===== src/rtl/hmns_pkg.sv =====
// ============================================================================
// hmns_pkg - shared definitions for the magnitude histogram block
// Sizes, codes, and the command/status bundles between controller and
// datapath.
// ============================================================================
package hmns_pkg;

  // Configuration of the histogram
  localparam int INPUT_LIMIT = 4096;
  localparam int MAX_SAMPLES = 1048576;
  localparam int HIST_BINS   = 4 * INPUT_LIMIT;
  localparam int BIN_AW      = $clog2(HIST_BINS);

  // Field widths
  localparam int KIND_W = 2;
  localparam int SMP_W  = 16;
  localparam int IDX_W  = 14;
  localparam int VAL_W  = 21;
  localparam int STAT_W = 2;
  localparam int MAG_W  = SMP_W + 1;

  localparam logic [VAL_W-1:0] VAL_MAX = '1;

  // Sample counter saturates at the smaller of MAX_SAMPLES and the bin width
  localparam longint VAL_MAX_L  = (longint'(1) << VAL_W) - 1;
  localparam longint COUNT_CAP  = (longint'(MAX_SAMPLES) > VAL_MAX_L) ?
                                  VAL_MAX_L : longint'(MAX_SAMPLES);

  // Fixed point: Q1.16 normalization and one-third smoothing weight
  localparam int FRAC_W    = 16;
  localparam int DVD_W     = VAL_W + FRAC_W + 1;
  localparam int DIV_CNT_W = $clog2(DVD_W);
  localparam int THIRD_W   = 15;
  localparam logic [THIRD_W-1:0] THIRD_Q16 = 15'd21845;
  localparam int SUM_W     = VAL_W + 2;
  localparam int PROD_W    = SUM_W + THIRD_W;
  localparam int RND_W     = PROD_W - FRAC_W;
  localparam logic [PROD_W-1:0] ROUND_HALF = PROD_W'(1) << (FRAC_W - 1);

  // Item kinds
  localparam logic [KIND_W-1:0] KIND_CLEAR  = 2'd0;
  localparam logic [KIND_W-1:0] KIND_SAMPLE = 2'd1;
  localparam logic [KIND_W-1:0] KIND_FINISH = 2'd2;
  localparam logic [KIND_W-1:0] KIND_READ   = 2'd3;

  // Result status codes
  localparam logic [STAT_W-1:0] ST_OK    = 2'd0;
  localparam logic [STAT_W-1:0] ST_EMPTY = 2'd1;
  localparam logic [STAT_W-1:0] ST_CLAMP = 2'd2;

  // Datapath selects
  typedef enum logic [1:0] {RA_MAG, RA_IDX, RA_PTR, RA_PTR1} rsel_t;
  typedef enum logic [1:0] {WD_ZERO, WD_INC, WD_QUO, WD_SMOOTH} wsel_t;
  typedef enum logic {WA_MAG, WA_PTR} wasel_t;

  // Controller to datapath
  typedef struct packed {
    logic              load;
    logic              ptr_clr;
    logic              ptr_inc;
    logic              rd_en;
    rsel_t             rsel;
    logic              we;
    wasel_t            wa;
    wsel_t             wsel;
    logic              cnt_clr;
    logic              cnt_inc;
    logic              div_start;
    logic              prev_ld;
    logic              prev_smooth;
    logic              cur_ld;
    logic              mul_ld;
    logic              emit;
    logic              emit_rd;
    logic [STAT_W-1:0] emit_status;
  } dp_cmd_t;

  // Datapath to controller
  typedef struct packed {
    logic ptr_last;
    logic ptr_smooth_end;
    logic cnt_zero;
    logic cnt_full;
    logic clamp;
    logic div_done;
  } dp_stat_t;

endpackage


===== src/rtl/hmns_ctrl.sv =====
// ============================================================================
// hmns_ctrl - sequencer for the histogram block
// Decodes each transaction and steps the datapath through the bin sweeps.
// ============================================================================
module hmns_ctrl import hmns_pkg::*; (
  input  logic              clk,
  input  logic              rst_n,
  input  logic              start,
  input  logic [KIND_W-1:0] in_kind,
  output logic              busy,
  output dp_cmd_t           cmd,
  input  dp_stat_t          stat
);

  localparam logic [3:0] S_IDLE   = 4'd0;
  localparam logic [3:0] S_CLR    = 4'd1;
  localparam logic [3:0] S_SMP_RD = 4'd2;
  localparam logic [3:0] S_SMP_WR = 4'd3;
  localparam logic [3:0] S_RD     = 4'd4;
  localparam logic [3:0] S_RD_OUT = 4'd5;
  localparam logic [3:0] S_NRM_RD = 4'd6;
  localparam logic [3:0] S_NRM_ST = 4'd7;
  localparam logic [3:0] S_NRM_DV = 4'd8;
  localparam logic [3:0] S_SM0    = 4'd9;
  localparam logic [3:0] S_SM1    = 4'd10;
  localparam logic [3:0] S_SM2    = 4'd11;
  localparam logic [3:0] S_SM_RD  = 4'd12;
  localparam logic [3:0] S_SM_MUL = 4'd13;
  localparam logic [3:0] S_SM_WR  = 4'd14;

  logic [3:0] state_r, state_nxt;
  logic       clr_emit_r, clr_emit_nxt;

  // State register; reset starts the clearing sweep without a result
  always_ff @(posedge clk) begin
    if (!rst_n) begin
      state_r    <= S_CLR;
      clr_emit_r <= 1'b0;
    end else begin
      state_r    <= state_nxt;
      clr_emit_r <= clr_emit_nxt;
    end
  end

  assign busy = state_r != S_IDLE;

  // Next state and datapath commands
  always_comb begin
    state_nxt    = state_r;
    clr_emit_nxt = clr_emit_r;
    cmd          = '0;
    unique case (state_r)
      S_IDLE: begin
        if (start) begin
          cmd.load = 1'b1;
          unique case (in_kind)
            KIND_CLEAR: begin
              cmd.ptr_clr  = 1'b1;
              clr_emit_nxt = 1'b1;
              state_nxt    = S_CLR;
            end
            KIND_SAMPLE: state_nxt = S_SMP_RD;
            KIND_FINISH: begin
              if (stat.cnt_zero) begin
                cmd.emit        = 1'b1;
                cmd.emit_status = ST_EMPTY;
              end else begin
                cmd.ptr_clr = 1'b1;
                state_nxt   = S_NRM_RD;
              end
            end
            KIND_READ: state_nxt = S_RD;
            default: state_nxt = S_IDLE;
          endcase
        end
      end
      // Zero every bin, one per cycle
      S_CLR: begin
        cmd.we      = 1'b1;
        cmd.wa      = WA_PTR;
        cmd.wsel    = WD_ZERO;
        cmd.cnt_clr = 1'b1;
        if (stat.ptr_last) begin
          cmd.emit     = clr_emit_r;
          clr_emit_nxt = 1'b0;
          state_nxt    = S_IDLE;
        end else begin
          cmd.ptr_inc = 1'b1;
        end
      end
      // Read-modify-write of one bin
      S_SMP_RD: begin
        cmd.rd_en = 1'b1;
        cmd.rsel  = RA_MAG;
        state_nxt = S_SMP_WR;
      end
      S_SMP_WR: begin
        if (!stat.cnt_full) begin
          cmd.we      = 1'b1;
          cmd.wa      = WA_MAG;
          cmd.wsel    = WD_INC;
          cmd.cnt_inc = 1'b1;
        end
        cmd.emit        = 1'b1;
        cmd.emit_status = stat.clamp ? ST_CLAMP : ST_OK;
        state_nxt       = S_IDLE;
      end
      // Bin read
      S_RD: begin
        cmd.rd_en = 1'b1;
        cmd.rsel  = RA_IDX;
        state_nxt = S_RD_OUT;
      end
      S_RD_OUT: begin
        cmd.emit    = 1'b1;
        cmd.emit_rd = 1'b1;
        state_nxt   = S_IDLE;
      end
      // Normalize sweep: read, divide, write back
      S_NRM_RD: begin
        cmd.rd_en = 1'b1;
        cmd.rsel  = RA_PTR;
        state_nxt = S_NRM_ST;
      end
      S_NRM_ST: begin
        cmd.div_start = 1'b1;
        state_nxt     = S_NRM_DV;
      end
      S_NRM_DV: begin
        if (stat.div_done) begin
          cmd.we   = 1'b1;
          cmd.wa   = WA_PTR;
          cmd.wsel = WD_QUO;
          if (stat.ptr_last) begin
            cmd.ptr_clr = 1'b1;
            state_nxt   = S_SM0;
          end else begin
            cmd.ptr_inc = 1'b1;
            state_nxt   = S_NRM_RD;
          end
        end
      end
      // Smoothing: prime the window with bins 0 and 1
      S_SM0: begin
        cmd.rd_en   = 1'b1;
        cmd.rsel    = RA_PTR;
        cmd.ptr_inc = 1'b1;
        state_nxt   = S_SM1;
      end
      S_SM1: begin
        cmd.prev_ld = 1'b1;
        cmd.rd_en   = 1'b1;
        cmd.rsel    = RA_PTR;
        state_nxt   = S_SM2;
      end
      S_SM2: begin
        cmd.cur_ld = 1'b1;
        cmd.rd_en  = 1'b1;
        cmd.rsel   = RA_PTR1;
        state_nxt  = S_SM_MUL;
      end
      S_SM_RD: begin
        cmd.rd_en = 1'b1;
        cmd.rsel  = RA_PTR1;
        state_nxt = S_SM_MUL;
      end
      S_SM_MUL: begin
        cmd.mul_ld = 1'b1;
        state_nxt  = S_SM_WR;
      end
      // Write the smoothed bin; it becomes the left neighbor of the next
      S_SM_WR: begin
        cmd.we          = 1'b1;
        cmd.wa          = WA_PTR;
        cmd.wsel        = WD_SMOOTH;
        cmd.prev_smooth = 1'b1;
        cmd.cur_ld      = 1'b1;
        if (stat.ptr_smooth_end) begin
          cmd.emit  = 1'b1;
          state_nxt = S_IDLE;
        end else begin
          cmd.ptr_inc = 1'b1;
          state_nxt   = S_SM_RD;
        end
      end
      default: state_nxt = S_IDLE;
    endcase
  end

endmodule


===== config.mk =====
export PLATFORM = sky130hd
export DESIGN_NAME = hmns_ctrl
export DESIGN_NICKNAME = d
export VERILOG_FILES = /design/src/rtl/hmns_pkg.sv /design/src/rtl/hmns_ctrl.sv
export SDC_FILE = /design/constraint.sdc
export NUM_CORES = 1
export LEC_CHECK = 0
export ABC_AREA = 1
export BUFFER_PORTS_ARGS = -buffer_cell sky130_fd_sc_hd__buf_2
export CORE_UTILIZATION = 51
export CTS_BUF_LIST = sky130_fd_sc_hd__clkbuf_8
export DETAILED_ROUTE_END_ITERATION = 16
export GPL_ROUTABILITY_DRIVEN = 0
export HOLD_SLACK_MARGIN = 0.05
export PLACE_DENSITY = 0.95
export SLEW_MARGIN = 0
export SYNTH_ARGS = -nofsm -noshare
export SYNTH_HDL_FRONTEND = slang
export SYNTH_SLANG_ARGS = --single-unit

===== constraint.sdc =====
create_clock -name clk -period 3.36 [get_ports clk]
set_input_delay 0.336 -clock clk [delete_from_list [all_inputs] [get_ports clk]]
set_output_delay 0.336 -clock clk [all_outputs]
set_load 0.005 [all_outputs]

# Word level (Yosys, flattened, before mapping)

Cells that the tools add are included.

Latch bits: 0
RAM bits: 0
Logic and storage cells: 80
Memories kept: 0
Output and inout port bits: 22
ROM bits: 0
Bits in registers: 5

Div/mod/pow operators: 0
Equality and inequality tests: 22
$mul: 0
Reduce and logical (&&, ||, !) cells: 10
Muxes and demuxes: 46
Magnitude comparators: 0
Bitwise operators: 0
Add/sub/neg operators: 0
Shift operators: 0

Operators by type and width:

| cell                                                                     | number |
|---|---|
| 4-bit case mux with 12 select lines                                      | 1 |
| 4-bit 2-to-1 mux                                                         | 8 |
| 4-bit case mux with 4 select lines                                       | 2 |
| 4-bit == test (second input constant)                                    | 7 |
| 1-bit 2-to-1 mux                                                         | 25 |
| 4-bit by 3-bit == test with 1-bit output (second input constant)         | 4 |
| 3-bit case mux with 4 select lines                                       | 1 |
| 4-bit by 2-bit == test with 1-bit output (second input constant)         | 2 |
| 1-bit case mux with 4 select lines                                       | 2 |
| 4-bit AND reduction                                                      | 2 |
| 2-bit 2-to-1 mux                                                         | 3 |
| 2-bit inequality test (second input constant)                            | 3 |
| 1-bit case mux with 2 select lines                                       | 3 |
| 2-bit OR reduction                                                       | 3 |
| 2-bit == test (second input constant)                                    | 2 |
| 4-bit by 1-bit == test with 1-bit output (second input constant)         | 1 |
| 4-bit logical NOT                                                        | 1 |
| 2-bit case mux with 2 select lines                                       | 1 |
| 4-bit nonzero test                                                       | 1 |
| 3-bit inequality test (second input constant)                            | 1 |
| 3-bit OR reduction                                                       | 1 |
| 2-bit by 1-bit == test with 1-bit output (second input constant)         | 1 |
| 2-bit logical NOT                                                        | 1 |
| 2-bit by 1-bit inequality test with 1-bit output (second input constant) | 1 |
| 2-bit nonzero test                                                       | 1 |

# Logic depth before layout (Yosys ltp)

Depth after elaboration: 4
Depth in mapped cells: 9
Depth with buffers taken out: 9

# Worst setup path after synthesis

Ideal clock, no wire load.

Path kind: reg-to-output
From: reg state_r[2]
To: out cmd[14] in the netlist's numbering
Arrival: 1.006 ns
Buffers on the path: 0
Setup slack: 2.018 ns
Required time: 3.024 ns
Cell stages (with the launch flop): 8
Cell sequence: dfxtp_1 > inv_2 > nand2_2 > nor2_1 > inv_1 > nor2_1 > inv_1 > nand3_1

RTL lines:

| element                | line            | RTL |
|---|---|---|
| start, declared        | hmns_ctrl.sv:31 | `logic [3:0] state_r, state_nxt;` |
| start signal, assigned | hmns_ctrl.sv:40 | `state_r <= state_nxt;` |
| end, declared          | hmns_ctrl.sv:11 | `output dp_cmd_t cmd,` |

==> results.sh <==
export IMPL_run_status="finished, final reports clean"
export IMPL_endpoint_kind="primary output"
export IMPL_placed_insts=167
export IMPL_switching_power_w=0.0000923
export IMPL_core_area_mm2=0.00117
export IMPL_critical_path_class="register to primary output"
export IMPL_critPathLaunchType="register"
export IMPL_clock_sinks=5
export IMPL_grt_total_usage_pct=29.5
export IMPL_synth_ff_type="sky130_fd_sc_hd__dfxtp_1"
export IMPL_power_density_mw_per_mm2=296
export IMPL_postSynthCellCount=121
export IMPL_internal_power_w=0.000176
export IMPL_drive_above_1_share_pct=36.3
export IMPL_clk_root_buffer_cell="sky130_fd_sc_hd__clkbuf_8"
export IMPL_antenna_found_initial=0
export IMPL_rsz0062_at_grt="no"
export IMPL_yosysWarnings=0
export IMPL_boundary_pin_count=33
export IMPL_avg_cell_area_syn_um2=5.67
export IMPL_synth_fp_nets=135
export IMPL_worst_hold_path_type="primary input to register"
export IMPL_syn_to_final_growth_pct=32.7
export IMPL_cp_data_required_time_ns=3.02
export IMPL_drcViolationCount=0
export IMPL_num_vias=903
export IMPL_insertion_delay_ns=0.23
export IMPL_detailed_place_hpwl_um=1620
export IMPL_post_cts_resize_count=0
export IMPL_power_total_w=0.000269
export IMPL_cts_tree="built"
export IMPL_routed_wl_um=1960
export IMPL_first_drt_pass_iteration_count=4
export IMPL_timing_slew_headroom_pct=80.8
export IMPL_setup_violations=0
export IMPL_total_count_of_max_transition_violations_in_the_final_report=0
export IMPL_layout_nets=172
export IMPL_portion_of_total_power_attributed_to_the_clock_network_pct=43.7
export IMPL_timing_critical_path_fanout_max=7
export IMPL_synth_sequential_area_ratio_pct=14.6
export IMPL_detail_route_vias_per_cell=5.28
export IMPL_insertedDiodeCount=0
export IMPL_synthesis_area_um2=686
export IMPL_share_seq_of_total_power_pct=24.7
export IMPL_report_final_hold_viol_count=0
export IMPL_fin_tns_setup_ns=0
export IMPL_h_tree_depth=1
export IMPL_p_sw_share_pct=34.4
export IMPL_grt_max_degree=8
export IMPL_cts_setup_buffers=0
export IMPL_cp_arrival_ns=1.42
export IMPL_grt_overflow=0
export IMPL_clk_path_buf_depth=2
export IMPL_finalClockSkew_ns=0.00786
export IMPL_ant_nets=0
export IMPL_power_leakage_nw=0.578
export IMPL_tritoncts_num_buffers=3
export IMPL_max_vdd_ir_drop_mv=0.225
export IMPL_rows=12
export IMPL_combinational_cell_fraction_of_total_power_pct=31.6
export IMPL_drt_initial_drc_count=32
export IMPL_io_buffer_count=32
export IMPL_post_synth_arst_share_pct=0
export IMPL_yosys_cell_types_count=22
export IMPL_floorplan_initialDensity_pct=58.5
export IMPL_timing_final_crit_share_pct=52.4
export IMPL_floorplan_die_area_mm2=0.00149
export IMPL_vias_in_the_first_global_route=733
export IMPL_max_cap_violations=0
export IMPL_post_cts_hold_buffer_count=0
export IMPL_fp_dieH_um=38.7
export IMPL_max_clock_freq_mhz=568
export IMPL_timing_worst_slew_pin_value_ns=0.288
export IMPL_wire_length_of_the_first_global_routing_pass_um=2970
export IMPL_fp_dieW_um=38.7
export IMPL_synth_ff_latch_count=5
export IMPL_clk_transition_reported_paths_ns=0.04
export IMPL_instances_no_fill=171
export IMPL_synth_edff_count=0
export IMPL_final_period_minus_worst_setup_slack_ns=1.76
export IMPL_wl_per_cell_um=11.5
[worst max-delay path, cell delays in order, from the launching register on]
cell and delay [ns]:
sky130_fd_sc_hd__dfxtp_1 0.36, sky130_fd_sc_hd__inv_2 0.16, sky130_fd_sc_hd__nand2_2 0.06, sky130_fd_sc_hd__nor2_1 0.17, sky130_fd_sc_hd__nand2_1 0.13, sky130_fd_sc_hd__o2111ai_1 0.18
sky130_fd_sc_hd__buf_2 0.14
[worst paths after layout]
| check | slack [ns] | start | end | depth (start not counted) |
|---|---|---|---|---|
| setup / recovery | 1.60 | state_r[2]$_SDFFE_PN0P_ | cmd[18] | 6 |
| hold / removal | 0.32 | rst_n | state_r[0]$_SDFFE_PN1P_ | 2 |
| setup reg to reg | 2.03 | state_r[3]$_SDFFE_PN0P_ | state_r[3]$_SDFFE_PN0P_ | 8 |
| hold reg to reg | 0.48 | clr_emit_r$_SDFFE_PN0P_ | clr_emit_r$_SDFFE_PN0P_ | 2 |
[state kept, by name (all words and copies together) (netlist names)]
signal / count
state_r: 4
clr_emit_r: 1
[through the flow]
| stage | util [%] | setup slack (ns) | hold slack, ns | instance area, um2 |
|---|---|---|---|---|
| floorplan | - | 2.02 | 0.420 | 686 |
| global placement | 73.7 | 1.87 | 0.458 | 863 |
| detailed placement | 73.7 | 1.84 | 0.471 | 863 |
| CTS | 77.7 | 1.60 | 0.320 | 910 |
| global route | 77.7 | 1.50 | 0.335 | 910 |
| finish | 77.7 | 1.60 | 0.318 | 910 |
[cells in the final DEF (no fill, tap or decap)]
master | synthesis | routed
sky130_fd_sc_hd__nand3b_1 | 3 | 3
sky130_fd_sc_hd__inv_2 | 4 | 4
sky130_fd_sc_hd__nor2_4 | 2 | 2
sky130_fd_sc_hd__clkinv_1 | 1 | 1
sky130_fd_sc_hd__nand4_1 | 2 | 2
sky130_fd_sc_hd__ha_1 | 3 | 3
sky130_fd_sc_hd__buf_2 | 0 | 32
sky130_fd_sc_hd__nor2_1 | 25 | 25
sky130_fd_sc_hd__inv_1 | 20 | 20
sky130_fd_sc_hd__clkinv_2 | 0 | 1
sky130_fd_sc_hd__inv_4 | 1 | 1
sky130_fd_sc_hd__nor3_1 | 1 | 1
sky130_fd_sc_hd__nor2_2 | 2 | 2
sky130_fd_sc_hd__clkbuf_8 | 0 | 3
sky130_fd_sc_hd__o2111ai_1 | 2 | 2
sky130_fd_sc_hd__nand2_4 | 4 | 4
sky130_fd_sc_hd__o21ai_2 | 2 | 2
sky130_fd_sc_hd__a21oi_2 | 1 | 1
sky130_fd_sc_hd__nand3_1 | 5 | 5
sky130_fd_sc_hd__o22ai_1 | 1 | 1
sky130_fd_sc_hd__a21oi_1 | 1 | 1
sky130_fd_sc_hd__dfxtp_1 | 5 | 5
sky130_fd_sc_hd__nand2_1 | 26 | 26
sky130_fd_sc_hd__o21ai_0 | 5 | 5
sky130_fd_sc_hd__nand2_2 | 5 | 5
[power by group through the flow]
stage / logic, W / clock network [W] / registers (W)
floorplan: 0.0000560 / 0 / 0.0000667
global placement: 0.0000819 / 0 / 0.0000671
detailed placement: 0.0000838 / 0 / 0.0000673
CTS: 0.0000844 / 0.000116 / 0.0000663
global route: 0.0000935 / 0.000121 / 0.0000666
finish: 0.0000849 / 0.000118 / 0.0000664
[cell usage after synthesis, types with 2 or more instances]
cell type / n / share of area (%)
sky130_fd_sc_hd__inv_1: 20 / 11
sky130_fd_sc_hd__nor2_4: 2 / 3.3
sky130_fd_sc_hd__inv_2: 4 / 2.2
sky130_fd_sc_hd__nand3b_1: 3 / 3.3
sky130_fd_sc_hd__nand4_1: 2 / 1.8
sky130_fd_sc_hd__nand3_1: 5 / 3.6
sky130_fd_sc_hd__nand2_1: 26 / 14
sky130_fd_sc_hd__o21ai_0: 5 / 3.6
sky130_fd_sc_hd__nand2_4: 4 / 6.6
sky130_fd_sc_hd__o21ai_2: 2 / 2.6
sky130_fd_sc_hd__nor2_1: 25 / 14
sky130_fd_sc_hd__nand2_2: 5 / 4.6
sky130_fd_sc_hd__nor2_2: 2 / 1.8
sky130_fd_sc_hd__o2111ai_1: 2 / 2.6
sky130_fd_sc_hd__dfxtp_1: 5 / 15
sky130_fd_sc_hd__ha_1: 3 / 5.5
[cells by family (layout without fill, tap and decap cells)]
group	after synthesis	count (layout)	synth area share, %
simple gates	75	75	53.6
buf+inv	26	62	14.6
compound gates	12	12	11.7
flops	5	5	14.6
fa+ha+maj	3	3	5.48
[metal layers]
metal	part of all wire (%)	vias to the layer above	GRT usage, %
li1	-	446	-
met1	42	396	31.9
met2	48	52	51.7
met3	6.7	9	6.36
met4	3.0	0	17.2
met5	0	-	0
[final cells by class]
class / instances / area [um2]
Fill cell: 82 / 262
Timing Repair Buffer: 32 / 160
Tap cell: 14 / 17.5
Sequential cell: 5 / 100
Inverter: 26 / 100
Clock inverter: 1 / 5.00
Multi-Input combinational cell: 90 / 485
Clock buffer: 3 / 41.3
(Power assumes the default switching activity.)
